===== config.mk =====
export PLATFORM = sky130hd
export DESIGN_NAME = dht_queue
export DESIGN_NICKNAME = d
export VERILOG_FILES = /design/src/sv/dht_pkg.sv /design/src/sv/dht_queue.sv
export SDC_FILE = /design/constraint.sdc
export NUM_CORES = 1
export LEC_CHECK = 0
export BUFFER_PORTS_ARGS = -buffer_cell sky130_fd_sc_hd__buf_2
export CORE_AREA = 2 2 44 46
export DETAILED_ROUTE_END_ITERATION = 10
export DIE_AREA = 0 0 46 48
export PLACE_DENSITY = 0.72
export SYNTH_ARGS = -nofsm -noshare
export SYNTH_HDL_FRONTEND = slang
export SYNTH_SLANG_ARGS = --single-unit

===== constraint.sdc =====
create_clock -name clock -period 4.4 [get_ports clock]
set_input_delay 0.44 -clock clock [delete_from_list [all_inputs] [get_ports clock]]
set_output_delay 0.44 -clock clock [all_outputs]
set_load 0.05 [all_outputs]

===== src/sv/dht_pkg.sv =====
// Shared types, codes and defaults for the double-hashing key table.
package dht_pkg;

   localparam int TABLE_SLOTS = 1021;
   localparam int KEY_WIDTH   = 31;
   localparam int OP_WIDTH    = 2;
   localparam int TAG_WIDTH   = 2;
   localparam int SLOT_WIDTH  = TAG_WIDTH + KEY_WIDTH;
   localparam int QUEUE_DEPTH = 2;

   localparam logic [OP_WIDTH-1:0] OP_INSERT = 2'd0;
   localparam logic [OP_WIDTH-1:0] OP_SEARCH = 2'd1;
   localparam logic [OP_WIDTH-1:0] OP_DELETE = 2'd2;

   typedef enum logic [1:0] {
      ST_DONE      = 2'd0,
      ST_NOT_FOUND = 2'd1,
      ST_DUPLICATE = 2'd2,
      ST_FULL      = 2'd3
   } status_type;

   typedef enum logic [TAG_WIDTH-1:0] {
      TAG_EMPTY = 2'd0,
      TAG_TOMB  = 2'd1,
      TAG_USED  = 2'd2
   } tag_type;

   typedef enum logic [1:0] {
      FR_IDLE,
      FR_MULTIPLY,
      FR_SUBTRACT,
      FR_PUSH
   } front_state_type;

   typedef enum logic [2:0] {
      BK_CLEAR,
      BK_IDLE,
      BK_READ,
      BK_CHECK,
      BK_DECIDE
   } back_state_type;

endpackage


===== src/sv/dht_queue.sv =====
// Short request queue between the front end and the probe engine.
module dht_queue #(
   parameter int WIDTH = 8,
   parameter int DEPTH = dht_pkg::QUEUE_DEPTH
) (
   input  logic             clock,
   input  logic             reset,
   input  logic             in_valid,
   output logic             in_ready,
   input  logic [WIDTH-1:0] in_data,
   output logic             out_valid,
   input  logic             out_ready,
   output logic [WIDTH-1:0] out_data
);

   localparam int PW = (DEPTH > 1) ? $clog2(DEPTH) : 1;
   localparam int CW = $clog2(DEPTH + 1);

   logic [WIDTH-1:0] entry_ff [DEPTH];
   logic [PW-1:0]    wr_ptr_ff, wr_ptr_in;
   logic [PW-1:0]    rd_ptr_ff, rd_ptr_in;
   logic [CW-1:0]    count_ff, count_in;
   logic             push, pop;

   assign in_ready  = (count_ff != CW'(DEPTH));
   assign out_valid = (count_ff != '0);
   assign push      = in_valid && in_ready;
   assign pop       = out_valid && out_ready;
   assign out_data  = entry_ff[rd_ptr_ff];

   always_comb begin
      wr_ptr_in = wr_ptr_ff;
      rd_ptr_in = rd_ptr_ff;
      count_in  = count_ff;
      if (push) begin
         wr_ptr_in = (wr_ptr_ff == PW'(DEPTH - 1)) ? '0 : wr_ptr_ff + 1'b1;
      end
      if (pop) begin
         rd_ptr_in = (rd_ptr_ff == PW'(DEPTH - 1)) ? '0 : rd_ptr_ff + 1'b1;
      end
      if (push && !pop) begin
         count_in = count_ff + 1'b1;
      end else if (pop && !push) begin
         count_in = count_ff - 1'b1;
      end
   end

   always_ff @(posedge clock) begin
      if (reset) begin
         wr_ptr_ff <= '0;
         rd_ptr_ff <= '0;
         count_ff  <= '0;
      end else begin
         wr_ptr_ff <= wr_ptr_in;
         rd_ptr_ff <= rd_ptr_in;
         count_ff  <= count_in;
      end
      if (push) begin
         entry_ff[wr_ptr_ff] <= in_data;
      end
   end

endmodule


==> key figures <==
Power and ir drop
  – Power consumption: 621.4 µW
  – PD cells: ~650 nW/µm²
  – P_leak: a little under 0.0004 µW
  – Maximum VDD drop: roughly 0.36 mV

Yosys
  – Post-Synthesis Cells: slightly below 50
  – Largest family of logic cells by synthesized area: multiplexers
  – Synth Area in Adders: around 1.6%
  – Xor-xnor portion of the synthesized cell area: 3.261%
  – Mapped Avg Cell Area: 16.44 µm²
  – Post-synthesis compound-gate area fraction: roughly 3.7%
  – Cell variety after synth: 17
  – Multiplexer share of the synthesized area: 11.18%
  – Seq/Total Area, Yosys: between 70% and 80%
  – Synth Register Bits: 21
  – Yosys warns: 0
  – Net Count, Synth: just over 60
  – Post-synthesis cell area: 805.8 µm²
  – Simple-gate share of the synthesized area: just over 7%

CTS
  – Sinks on Clock Net: 21
  – Setup bufs post-CTS: 0
  – CTS Hold Bufs: 0
  – Clk Latency, worst-skew pair: slightly below 0.3 ns
  – CTS tree: built
  – Clk buf depth: 2
  – H-tree depth: 1
  – Clock slew at reported path FFs: approximately 0.11 ns
  – CTS buffer count: 3
  – Root Buffer: clkbuf_4
  – Post-CTS Resized: 0

Routing
  – DR vias: roughly 460
  – Antenna viol nets, final: 0
  – Wire per inst: about 13 µm
  – Initial DRC Count: 5
  – Final WL: about 1200 µm
  – Pre-antenna DRT Iters: 3
  – Drt via density: approximately 5.1
  – DRC Markers: 0

Finish
  – Area Growth Syn to Fin: 18.48%
  – Multi-input logic area: ~220 µm²
  – Fin nets: 87
  – # diodes: 0
  – Share of layout cells above drive strength 1: roughly half
  – Fillers: 151
  – Fin cells: 90
  – Sequential Area: between 500 and 600 µm²

Placement
  – RePlAce Congestion: approximately 0.64
  – Worst slack at placement: 2.805 ns
  – I/O Buffers: 21
  – Placed Cells: 86
  – DP HPWL: about 830 µm

Worst setup path
  – R2R Setup Slk: 2.82 ns
  – CP Capture Type: primary output
  – CP Launch Type: flip-flop
  – Critical path class: reg -> out
  – Critical Path AT: 1.44 ns
  – Crit-path max FO: 8
  – WP data required: roughly 4.0 ns

STA
  – Final slew viol count: 0
  – Final worst-path cycle share: between 40 and 50%
  – Min Tclk post-route: 1.883 ns
  – Max Freq: 531.0 MHz
  – Unrepaired setup endpoints after global routing: no
  – Worst setup margin: between 2 and 3 ns
  – Setup violators final: 0
  – Clk_skew: between 0.005 and 0.006 ns
  – Final hold violation count: 0
  – Worst hold margin: approximately 0.32 ns
  – Relative slew slack: between 70% and 80%
  – Setup_tns: 0 ns
  – Worst slew pin tran: about 0.37 ns

Run
  – Max-cap viol count: 0

Floorplan
  – DIE WIDTH: about 46 µm
  – Total die area: 2208 µm²
  – Top Ports: 22
  – Core Rows: 15
  – Initial Util: 47.70%
  – Die height: between 40 and 50 µm
  – Total core area: between 1500 and 2000 µm²

Global routing
  – Number of global-route vias before repair: 404
  – Routing usage on met3: under 10%
  – Gr usage total: around 11%
  – Global-route wire length before repair: around 1600 µm
  – Met2 GRT Util: 19.17%
  – GR peak layer: met2
  – Pin count of the biggest net entering global routing: 13
  – GRT overflow: 0
  – Antenna violations before repair: 0
  – M1 GR Usage: 12.08%

Run status
  – Status: completed

Hold path
  – Hold crit path type: in -> reg
==> path summary, 6_finish.rpt <==
check / endpoint / from / cells past startpoint
max: out_data[0] / flip-flop / 2
min: entry_ff[0][3]$_DFFE_PP_ / in_data[3] / 1
max reg2reg: count_ff[1]$_SDFFE_PP0P_ / count_ff[0]$_SDFFE_PP0P_ / 5
min reg2reg: rd_ptr_ff$_SDFFE_PP0P_ / rd_ptr_ff$_SDFFE_PP0P_ / 2
==> layout make-up <==
cell class	instances	share of cell area (%)
Sequential cell	21	60.81
Multi-Input combinational cell	26	22.67
Timing Repair Buffer	21	11.01
Clock buffer	3	2.359
Tap cell	17	2.228
Clock inverter	1	0.5242
Inverter	1	0.3932
==> cells in the final DEF, fill, tap and decap left out, drive strengths merged, types with 2 or more instances in the layout <==
cell / n
a21oi: 2
buf: 21
clkbuf: 3
dfxtp: 5
edfxtp: 16
mux2: 8
nor2: 3
o21ai: 2
xor2: 3
==> sequential cells by signal, indices dropped and copies added (netlist names), named ones only <==
register,count
count_ff,2
entry_ff,16
rd_ptr_ff,1
wr_ptr_ff,1
==> Yosys cell counts, drive strengths merged <==
master | count | area (µm²)
or2 | 1 | 6.260
dfxtp | 5 | 100.1
nand3b | 1 | 7.510
edfxtp | 16 | 480.5
inv | 1 | 3.750
xor2 | 3 | 26.28
ha | 1 | 12.51
and3 | 1 | 6.260
a21oi | 2 | 10.01
a21bo | 1 | 10.01
nand2b | 1 | 13.76
nor2 | 3 | 11.26
or3 | 1 | 6.260
buf | 1 | 5.000
o21ai | 2 | 10.01
and2 | 1 | 6.260
mux2 | 8 | 90.09
==> cell families after synthesis <==
family,after synthesis
AO/OA/AOI/OAI,5
XOR/XNOR,3
adder cells (fa/ha/maj),1
buffers and inverters,2
flip-flops,21
multiplexers,8
AND/OR/NAND/NOR,9
==> critical path, cell delays in order (launching register included) <==
cell and delay [ns]:
dfxtp_1 0.55, mux2_2 0.39, buf_2 0.22
==> metal layers <==
metal  up-vias  wire length [µm]  part of all wire (%)
li1        231                 -                     -
met1       214               478                    42
met2        15               575                    50
met3         2                84                   7.3
met4         0                12                   1.0
met5         -                 0                     0
==> stage by stage <==
step           util [%]  instance area (µm²)
2_1_floorplan         -                805.8
3_3_place_gp      54.89                927.1
3_5_place_dp      54.89                927.1
4_1_cts           56.52                954.7
5_1_grt           56.52                954.7
6_report          56.52                954.7
==> power breakdown <==
part | switching, µW | internal (µW)
logic | 173 | 83.2
clock network | 53.7 | 33.8
registers | 26.3 | 251
total | 253 | 368
Power figures use the tool's default switching activity.
