## config.mk

```make
export PLATFORM = sky130hd
export DESIGN_NAME = dht_front
export DESIGN_NICKNAME = d
export VERILOG_FILES = /design/src/sv/dht_pkg.sv /design/src/sv/dht_front.sv
export SDC_FILE = /design/constraint.sdc
export NUM_CORES = 1
export LEC_CHECK = 0
export BUFFER_PORTS_ARGS = -buffer_cell sky130_fd_sc_hd__buf_2
export CORE_ASPECT_RATIO = 1.4
export CORE_MARGIN = 3
export CORE_UTILIZATION = 40
export CTS_CLUSTER_DIAMETER = 150
export DETAILED_ROUTE_END_ITERATION = 7
export SYNTH_ARGS = -nofsm -noshare
export SYNTH_HDL_FRONTEND = slang
export SYNTH_SLANG_ARGS = --single-unit
```

## constraint.sdc

```tcl
create_clock -name clock -period 7.4 [get_ports clock]
set_clock_uncertainty 0.1 [all_clocks]
set_input_delay 0.74 -clock clock [delete_from_list [all_inputs] [get_ports clock]]
set_output_delay 0.74 -clock clock [all_outputs]
set_load 0.05 [all_outputs]
```

## src/sv/dht_pkg.sv

```systemverilog
// Shared types, codes and defaults for the double-hashing key table.
package dht_pkg;

   localparam int TABLE_SLOTS = 1021;
   localparam int KEY_WIDTH   = 31;
   localparam int OP_WIDTH    = 2;
   localparam int TAG_WIDTH   = 2;
   localparam int SLOT_WIDTH  = TAG_WIDTH + KEY_WIDTH;
   localparam int QUEUE_DEPTH = 2;

   localparam logic [OP_WIDTH-1:0] OP_INSERT = 2'd0;
   localparam logic [OP_WIDTH-1:0] OP_SEARCH = 2'd1;
   localparam logic [OP_WIDTH-1:0] OP_DELETE = 2'd2;

   typedef enum logic [1:0] {
      ST_DONE      = 2'd0,
      ST_NOT_FOUND = 2'd1,
      ST_DUPLICATE = 2'd2,
      ST_FULL      = 2'd3
   } status_type;

   typedef enum logic [TAG_WIDTH-1:0] {
      TAG_EMPTY = 2'd0,
      TAG_TOMB  = 2'd1,
      TAG_USED  = 2'd2
   } tag_type;

   typedef enum logic [1:0] {
      FR_IDLE,
      FR_MULTIPLY,
      FR_SUBTRACT,
      FR_PUSH
   } front_state_type;

   typedef enum logic [2:0] {
      BK_CLEAR,
      BK_IDLE,
      BK_READ,
      BK_CHECK,
      BK_DECIDE
   } back_state_type;

endpackage

```

## src/sv/dht_front.sv

```systemverilog
// Front end: accepts requests and reduces the key to its first probe and step.
module dht_front #(
   parameter int TABLE_SLOTS = dht_pkg::TABLE_SLOTS,
   localparam int AW = $clog2(TABLE_SLOTS)
) (
   input  logic                          clock,
   input  logic                          reset,
   input  logic                          in_valid,
   output logic                          in_ready,
   input  logic [dht_pkg::OP_WIDTH-1:0]  in_op,
   input  logic [dht_pkg::KEY_WIDTH-1:0] in_key,
   output logic                          out_valid,
   input  logic                          out_ready,
   output logic [dht_pkg::OP_WIDTH-1:0]  out_op,
   output logic [dht_pkg::KEY_WIDTH-1:0] out_key,
   output logic [AW-1:0]                 out_pos,
   output logic [AW-1:0]                 out_step
);

   localparam int SW = AW + 1;
   localparam int KW = dht_pkg::KEY_WIDTH;
   localparam logic [SW-1:0] MOD_A    = SW'(TABLE_SLOTS);
   localparam logic [SW-1:0] MOD_B    = SW'(TABLE_SLOTS - 1);
   localparam logic [KW:0]   KEY_SPAN = {1'b1, {KW{1'b0}}};
   localparam logic [KW-1:0] RECIP_A  = KW'(KEY_SPAN / {{(KW + 1 - SW){1'b0}}, MOD_A});
   localparam logic [KW-1:0] RECIP_B  = KW'(KEY_SPAN / {{(KW + 1 - SW){1'b0}}, MOD_B});

   // The estimated quotient is at most one below the true one, so one
   // compare and subtract finishes each remainder.
   dht_pkg::front_state_type state_ff, state_in;
   logic [dht_pkg::OP_WIDTH-1:0] op_ff, op_in;
   logic [KW-1:0]                key_ff, key_in;
   logic [KW-1:0]                quot_a_ff, quot_a_in;
   logic [KW-1:0]                quot_b_ff, quot_b_in;
   logic [SW-1:0]                rem_a_ff, rem_a_in;
   logic [SW-1:0]                rem_b_ff, rem_b_in;
   logic [2*KW-1:0]              prod_a, prod_b;
   logic [KW+SW-1:0]             back_a, back_b;
   logic [KW-1:0]                diff_a, diff_b;
   logic [AW-1:0]                fix_a, fix_b;

   always_ff @(posedge clock) begin
      if (reset) begin
         state_ff <= dht_pkg::FR_IDLE;
      end else begin
         state_ff <= state_in;
      end
      op_ff     <= op_in;
      key_ff    <= key_in;
      quot_a_ff <= quot_a_in;
      quot_b_ff <= quot_b_in;
      rem_a_ff  <= rem_a_in;
      rem_b_ff  <= rem_b_in;
   end

   assign prod_a = {{KW{1'b0}}, key_ff} * {{KW{1'b0}}, RECIP_A};
   assign prod_b = {{KW{1'b0}}, key_ff} * {{KW{1'b0}}, RECIP_B};
   assign back_a = {{SW{1'b0}}, quot_a_ff} * {{KW{1'b0}}, MOD_A};
   assign back_b = {{SW{1'b0}}, quot_b_ff} * {{KW{1'b0}}, MOD_B};
   assign diff_a = key_ff - back_a[KW-1:0];
   assign diff_b = key_ff - back_b[KW-1:0];
   assign fix_a  = (rem_a_ff >= MOD_A) ? AW'(rem_a_ff - MOD_A) : AW'(rem_a_ff);
   assign fix_b  = (rem_b_ff >= MOD_B) ? AW'(rem_b_ff - MOD_B) : AW'(rem_b_ff);

   always_comb begin
      state_in  = state_ff;
      op_in     = op_ff;
      key_in    = key_ff;
      quot_a_in = quot_a_ff;
      quot_b_in = quot_b_ff;
      rem_a_in  = rem_a_ff;
      rem_b_in  = rem_b_ff;
      in_ready  = 1'b0;
      out_valid = 1'b0;
      unique case (state_ff)
         dht_pkg::FR_IDLE: begin
            in_ready = 1'b1;
            if (in_valid) begin
               op_in    = in_op;
               key_in   = in_key;
               state_in = dht_pkg::FR_MULTIPLY;
            end
         end
         dht_pkg::FR_MULTIPLY: begin
            quot_a_in = prod_a[2*KW-1:KW];
            quot_b_in = prod_b[2*KW-1:KW];
            state_in  = dht_pkg::FR_SUBTRACT;
         end
         dht_pkg::FR_SUBTRACT: begin
            rem_a_in = diff_a[SW-1:0];
            rem_b_in = diff_b[SW-1:0];
            state_in = dht_pkg::FR_PUSH;
         end
         dht_pkg::FR_PUSH: begin
            out_valid = 1'b1;
            if (out_ready) begin
               state_in = dht_pkg::FR_IDLE;
            end
         end
         default: begin
            state_in = dht_pkg::FR_IDLE;
         end
      endcase
   end

   assign out_op   = op_ff;
   assign out_key  = key_ff;
   assign out_pos  = fix_a;
   assign out_step = AW'(MOD_B - {1'b0, fix_b});

endmodule

```

==> metrics list, run 1 <==
* Run status: completed
* Top fanout value on the critical path: 10
* Endpoint class of the critical path: flop
- Hold_sp: in_key[10]
- The die covers 34100 sq um.
- For this block, the initial DRC count from the detailed router was 268.
* Clock transition at the registers of the reported paths: 0.07 ns
* Pre-antenna DRT Iters: 4
* Input/output buffers: 91
* Crit path launch type: flop
* CTS HTree Levels: 3
- The average instance in the mapped netlist occupies 10.9 sq um.
- Measured in cells, the most critical reg-to-reg path has a length of 18.
- For the worst setup path, the data arrival time is 5.73 ns.
* Sequential element share of the synthesized area: 18.0%
- The path class of the tightest hold or removal check is input port to flop.
- After clock tree synthesis, the repair step resized 0 gates.
* Most used cells in the layout excluding fill and tap cells: sky130_fd_sc_hd__ha_1, sky130_fd_sc_hd__inv_1, sky130_fd_sc_hd__fa_1
* Async SR Flop Fraction: 0%
* F_max: 175 MHz
- Fin crit share: 77.1%
- Clock Tree Root: sky130_fd_sc_hd__clkbuf_16
- Via count of the first global-routing pass: 9260
* Number of nets in the finished design: 1799
- The floorplan step defined a core boundary enclosing 31100 sq um.
- Number of buffers created by CTS: 9
- Layout cells sized above 1: 9.09%
* Postcts setup bufs: 0
* Top cells by area, synth: sky130_fd_sc_hd__ha_1, sky130_fd_sc_hd__fa_1, sky130_fd_sc_hd__edfxtp_1, sky130_fd_sc_hd__inv_1, sky130_fd_sc_hd__xnor2_1
- Final wirelength: 27200 microns
- Number of clock sinks: 77
- The total overflow left after global routing is 0.
* Std cell rows: 76
- Summed over all nets, the half-perimeter wirelength after detailed placement is 23000 microns.
* Diode count: 0
- Library cells used by synthesis: 57
* Transition at the pin with the smallest max-transition slack: 1.03 ns
* Routed wire per std cell: 16.4 microns
- Of the post-synthesis cell area, the dominant cell type holds 37.1%.
- Reg-to-reg startpoint: out_key[9]
* Placed cell areas: 13600 sq um
* Antenna Violating Nets Remaining: 0
- Depth of the worst hold-timing path: 1
* First-pass GRT wire length: 45900 microns
- Entering global routing, the biggest net connects 34 pins.
- Hold-fix buffers, CTS: 0
* Longest Clk Path Bufs: 2
- The critical path is of the flop to flop type.
- Yosys printed 0 warnings.
- Antenna violations before repair: 0
- Final TNS setup: 0 ns
- In this run the tightest slew margin relative to its limit is 31.3%.
* Final hold violations: 0
- Count of max-cap constraint violations: 0
- Cells after synthesis: 1171
* Hold path endpoint: out_key[10]
- Synthesis inferred 77 register bits.
- For this design the top-level I/O count stands at 92.
* Worst-skew pair later-pin latency: 0.38 ns
- Clock tree from TritonCTS: yes
* Starting utilization of the core area: 41.1%
- Setup-failing EPs final: 0
- Post-synth top area cell: sky130_fd_sc_hd__ha_1
- Minimum setup slack in the final design: 1.69 ns
- The area growth from synthesis to layout is 9.03%.
- Post-synthesis net count: 1710
* Total vias in the final route: 8325
- Chip height: 217 microns
* Reg2reg end: quot_a_ff[7]
* Reg-to-reg setup timing slack: 1.69 ns
- Shortest clock period the worst path allows after layout: 5.71 ns
- Setup repair after global routing left no endpoint under its margin.
* Required time of the worst setup path: 7.42 ns
* Ratio of routed vias to standard cells: 5.03
- For this run, the leading register cell type out of synthesis is sky130_fd_sc_hd__edfxtp_1.
* Final number of max-transition violations: 0
- Final Cell Area: 13900 sq um
* DRC errors left: 0
- Total standard cell area after synthesis: 12800 sq um
- Timing analysis after detailed placement gives a worst setup slack of 1.73 ns.
- The library cell used most frequently in the layout, excluding fill and tap cells, is sky130_fd_sc_hd__ha_1.
- The floorplan step set the die width to 157 microns.
- Placer congestion estimate: 0.833
- In this run, synthesis inferred 75 flip-flops with an integrated enable.
- Global routing usage summed across all routing layers: 17.4%
-- routing by layer --
metal	vias to the layer above	track usage (%)	part of all wire (%)
met5	-	0	0
met3	30	2.49	3.2
met2	119	31.7	52
li1	4156	-	-
met1	4020	20.2	41
met4	0	7.33	3.0
-- critical path, cell delays in order, from the launching register on --
cell,delay [ns]
sky130_fd_sc_hd__edfxtp_1,0.74
sky130_fd_sc_hd__ha_1,0.34
sky130_fd_sc_hd__ha_1,0.30
sky130_fd_sc_hd__ha_1,0.22
sky130_fd_sc_hd__fa_1,0.53
sky130_fd_sc_hd__inv_1,0.05
sky130_fd_sc_hd__fa_1,0.48
sky130_fd_sc_hd__inv_1,0.06
sky130_fd_sc_hd__fa_1,0.48
sky130_fd_sc_hd__ha_1,0.31
sky130_fd_sc_hd__ha_1,0.29
sky130_fd_sc_hd__a21oi_1,0.06
sky130_fd_sc_hd__o21ai_0,0.26
sky130_fd_sc_hd__a21oi_1,0.11
sky130_fd_sc_hd__a21oi_1,0.26
sky130_fd_sc_hd__a31oi_4,0.08
sky130_fd_sc_hd__a21oi_1,0.35
sky130_fd_sc_hd__nor4_1,0.09
sky130_fd_sc_hd__a311o_1,0.32
-- metrics by stage --
stage | util (%) | std cells | hold WS [ns]
after CTS | 44.8 | 1655 | 0.397
after global routing | 44.8 | 1655 | 0.417
final | 44.8 | 1655 | 0.430
after global placement | 43.8 | 1639 | 0.424
after floorplan | - | 1171 | 0.407
after detailed placement | 43.8 | 1639 | 0.433
-- cell type report --
class                           instances  area [sq um]
Fill cell                            2921         17200
Clock inverter                          7          81.3
Sequential cell                        77          2290
Clock buffer                            9           225
Timing Repair Buffer                   92           463
Inverter                              220           826
Multi-Input combinational cell        860          9540
Tap cell                              390           488
-- cells in the mapped netlist (all sizes together), types with 8 or more instances --
cell type / instances
edfxtp: 75
a21o: 10
xor2: 28
nand2b: 8
nor3: 15
o21ai: 33
inv: 220
nand2: 19
nand3: 13
nor2: 40
ha: 379
nand4: 8
fa: 123
o21a: 9
buf: 13
xnor2: 68
a21oi: 44
-- how the worst max path moves through the flow --
stage / startpoint / slack, ns / end
global placement: out_key[9] / 1.86 / quot_a_ff[7]
detailed placement: out_key[10] / 1.73 / quot_a_ff[9]
finish: out_key[9] / 1.69 / quot_a_ff[7]
global route: out_key[10] / 1.32 / quot_a_ff[7]
CTS: out_key[10] / 1.67 / quot_a_ff[7]
floorplan: out_key[10] / 1.98 / quot_a_ff[7]
-- sequential cells by signal (all words and copies together) (netlist names) --
signal     cells
out_key       31
quot_a_ff     11
quot_b_ff      9
rem_b_ff      11
rem_a_ff      11
out_op         2
state_ff       2
-- cells by family after synthesis --
logic type / Yosys count / synth area share (%)
buf+inv: 234 / 7.30
compound gates: 133 / 6.61
xor+xnor: 96 / 6.59
mux: 3 / 0.235
flops: 77 / 18.0
fa+ha+maj: 502 / 56.4
simple gates: 126 / 4.88
Power of run 1 is left out: the tool's default activity adds up to more than one toggle a clock period on the data nets, which glitch-free logic cannot reach.
==> inputs of run 2 (changes only) <==
==> constraint.sdc (replaced) <==
create_clock -name clock -period 5.44 [get_ports clock]
set_clock_uncertainty 0.1 [all_clocks]
set_input_delay 0.544 -clock clock [delete_from_list [all_inputs] [get_ports clock]]
set_output_delay 0.544 -clock clock [all_outputs]
set_load 0.05 [all_outputs]
==> metrics list, run 2 (same netlist as run 1, synthesis figures left out) <==
- The transition time of the tightest slew-check pin is 1.09 ns (was 1.03 ns).
- Worst Setup Path Type: flop to flop (unchanged)
- The die outline width came to 157 microns (unchanged).
- The timing-limited maximum frequency was 192 MHz (was 175 MHz).
- The via-per-instance ratio came to 4.99 (was 5.03).
- Input/output buffers: 91 (unchanged)
* Area of the placeable core: 31100 sq um (unchanged)
- Shortest clock period the worst path allows after layout: 5.20 ns (was 5.71 ns)
* First-pass GRT wire length: 45500 microns (was 45900 microns)
* Hold-fix buffers, CTS: 0 (unchanged)
- Number of buffers created by CTS: 9 (unchanged)
* Remaining global-route overflow: 0 (unchanged)
- Number of flip-flops under the largest register name: 31 (unchanged)
- The maximum single-stage delay on the critical path is 0.56 ns (was 0.74 ns).
- The count of final max-slew check failures was 0 (unchanged).
* Slowest CP cell: sky130_fd_sc_hd__fa_1 (was sky130_fd_sc_hd__edfxtp_1)
- The most used cell along the critical path is sky130_fd_sc_hd__ha_1 (unchanged).
* Pre-antenna DRT Iters: 4 (unchanged)
- The clock tree from TritonCTS was yes (unchanged).
- The pin count of the biggest net entering global routing was 34 (unchanged).
- The total vias in the final route is 8445 (was 8325).
* Cell chain of the critical path: ha_1 > ha_1 > ha_1 > fa_1 > fa_1 > fa_1 > ha_1 > ha_1 > nand2_1 > o21ai_0 > a21oi_1 > a21oi_1 > a31oi_4 > a21oi_4 > nor4_1 > a311o_1 (was ha_1 > ha_1 > ha_1 > fa_1 > inv_1 > fa_1 > inv_1 > fa_1 > ha_1 > ha_1 > a21oi_1 > o21ai_0 > a21oi_1 > a21oi_1 > a31oi_4 > a21oi_1 > nor4_1 > a311o_1)
* Path type of the worst min-delay path: input port to flop (unchanged)
- The full die area came to 34100 sq um (unchanged).
- Area added between synthesis and finish: 11.5% (was 9.03%)
- The half-perimeter wire length of the detailed placement result is 23900 microns (was 23000 microns).
* Longest Clk Path Bufs: 2 (unchanged)
- Global routing usage summed across all routing layers: 17.1% (was 17.4%)
- Top fanout value on the critical path: 5 (was 10)
- Final wirelength: 27300 microns (was 27200 microns)
- Count of buffering cells on the critical path with inverters included: 0 (was 2)
- Number of clock sinks: 77 (unchanged)
- The routability congestion estimate from global placement came to 0.814 (was 0.833).
- Initial detailed-routing violation count: 253 (was 268)
- The number of antenna cells inserted is 0 (unchanged).
- Unrepaired setup endpoints after global routing: no (unchanged).
- Arrival time at the worst endpoint: 5.21 ns (was 5.73 ns)
- Top cell family by delay on the critical path: adder cells (unchanged)
- Setup-failing EPs final: 0 (unchanged)
- I/O pins: 92 (unchanged)
- The most frequent standard cell in the layout excluding fill and tap cells was sky130_fd_sc_hd__ha_1 (unchanged).
- Chip height: 217 microns (unchanged)
- The initial core utilization is 41.1% (unchanged).
* Antenna Violating Nets Remaining: 0 (unchanged)
- The ratio of cells with drive above 1 in the final layout came to 12.0% (was 9.09%).
* Endpoint class of the critical path: flop (unchanged)
- Routed wire per std cell: 16.1 microns (was 16.4 microns)
* Worst-skew pair later-pin latency: 0.36 ns (was 0.38 ns)
- The count of final hold-check violations is 0 (unchanged).
* Required time of the worst setup path: 5.44 ns (was 7.42 ns)
- The DRC violations left was 0 (unchanged).
- The root buffer selected by CTS was sky130_fd_sc_hd__clkbuf_16 (unchanged).
* Final TNS setup: 0 ns (unchanged)
- The number of cell rows was 76 (unchanged).
- Antenna violations before repair: 0 (unchanged)
- Most used cells in the layout excluding fill and tap cells: sky130_fd_sc_hd__ha_1, sky130_fd_sc_hd__inv_1, sky130_fd_sc_hd__fa_1 (unchanged)
* Number of nets in the finished design: 1837 (was 1799)
- Max transition margin: 27.3% (was 31.3%)
- Fin crit share: 95.7% (was 77.1%)
* Crit path launch type: flop (unchanged)
- Count of max-cap constraint violations: 0 (unchanged)
* CTS HTree Levels: 3 (unchanged)
* Run status: completed (unchanged)
- Clock transition at the registers of the reported paths: 0.08 ns (was 0.07 ns)
* Via count of the first global-routing pass: 9175 (was 9260)
run 2: worst reg2reg max path, cell delays in order, from the launching register on:
cell	delay (ns)
sky130_fd_sc_hd__edfxtp_1	0.49
sky130_fd_sc_hd__ha_1	0.36
sky130_fd_sc_hd__ha_1	0.30
sky130_fd_sc_hd__ha_1	0.23
sky130_fd_sc_hd__fa_1	0.56
sky130_fd_sc_hd__fa_1	0.44
sky130_fd_sc_hd__fa_1	0.50
sky130_fd_sc_hd__ha_1	0.31
sky130_fd_sc_hd__ha_1	0.31
sky130_fd_sc_hd__nand2_1	0.05
sky130_fd_sc_hd__o21ai_0	0.22
sky130_fd_sc_hd__a21oi_1	0.11
sky130_fd_sc_hd__a21oi_1	0.26
sky130_fd_sc_hd__a31oi_4	0.10
sky130_fd_sc_hd__a21oi_4	0.22
sky130_fd_sc_hd__nor4_1	0.07
sky130_fd_sc_hd__a311o_1	0.31
run 2: layout make-up:
cell class                      count  area (sq um)
Clock inverter                      7          76.3
Clock buffer                        9           225
Timing Repair Buffer              130           748
Inverter                          220           826
Tap cell                          390           488
Sequential cell                    77          2290
Fill cell                        2934         16900
Multi-Input combinational cell    860          9570
run 2: through the flow:
stage / setup WS, ns / instances / hold slack (ns) / utilization, % / area [sq um]
after detailed placement: 0.0789 / 1670 / 0.430 / 44.5 / 13800
after global routing: 0.000339 / 1693 / 0.242 / 45.8 / 14200
final: 0.236 / 1693 / 0.253 / 45.8 / 14200
after global placement: 0.179 / 1670 / 0.434 / 44.5 / 13800
after CTS: 0.0202 / 1686 / 0.235 / 45.5 / 14100
after floorplan: 0.0213 / 1171 / 0.407 / - / 12800
run 2: timing repair:
item / in CTS / in global routing
setup buffers: 0 / 7
gates resized for setup: 0 / 6
setup endpoints to repair: 0 / 5
run 2: layer usage:
metal / track usage [%] / share of wire, % / vias up / wire, microns
met4: 5.20 / 2.6 / 0 / 719
met1: 20.1 / 41 / 4036 / 11300
met2: 31.3 / 53 / 125 / 14400
met5: 0 / 0 / - / 0
li1: - / - / 4247 / -
met3: 2.78 / 3.5 / 37 / 963
run 2: worst paths after layout:
kind	endpoint	cells after the start	slack (ns)	startpoint
worst max-delay path	quot_a_ff[7]	16	0.24	out_key[11]
worst min-delay path	state_ff[1]	2	0.25	reset
worst max register to register	quot_a_ff[7]	16	0.24	out_key[11]
worst min register to register	state_ff[0]	2	0.44	state_ff[0]
Power of run 2 is left out for the same reason.
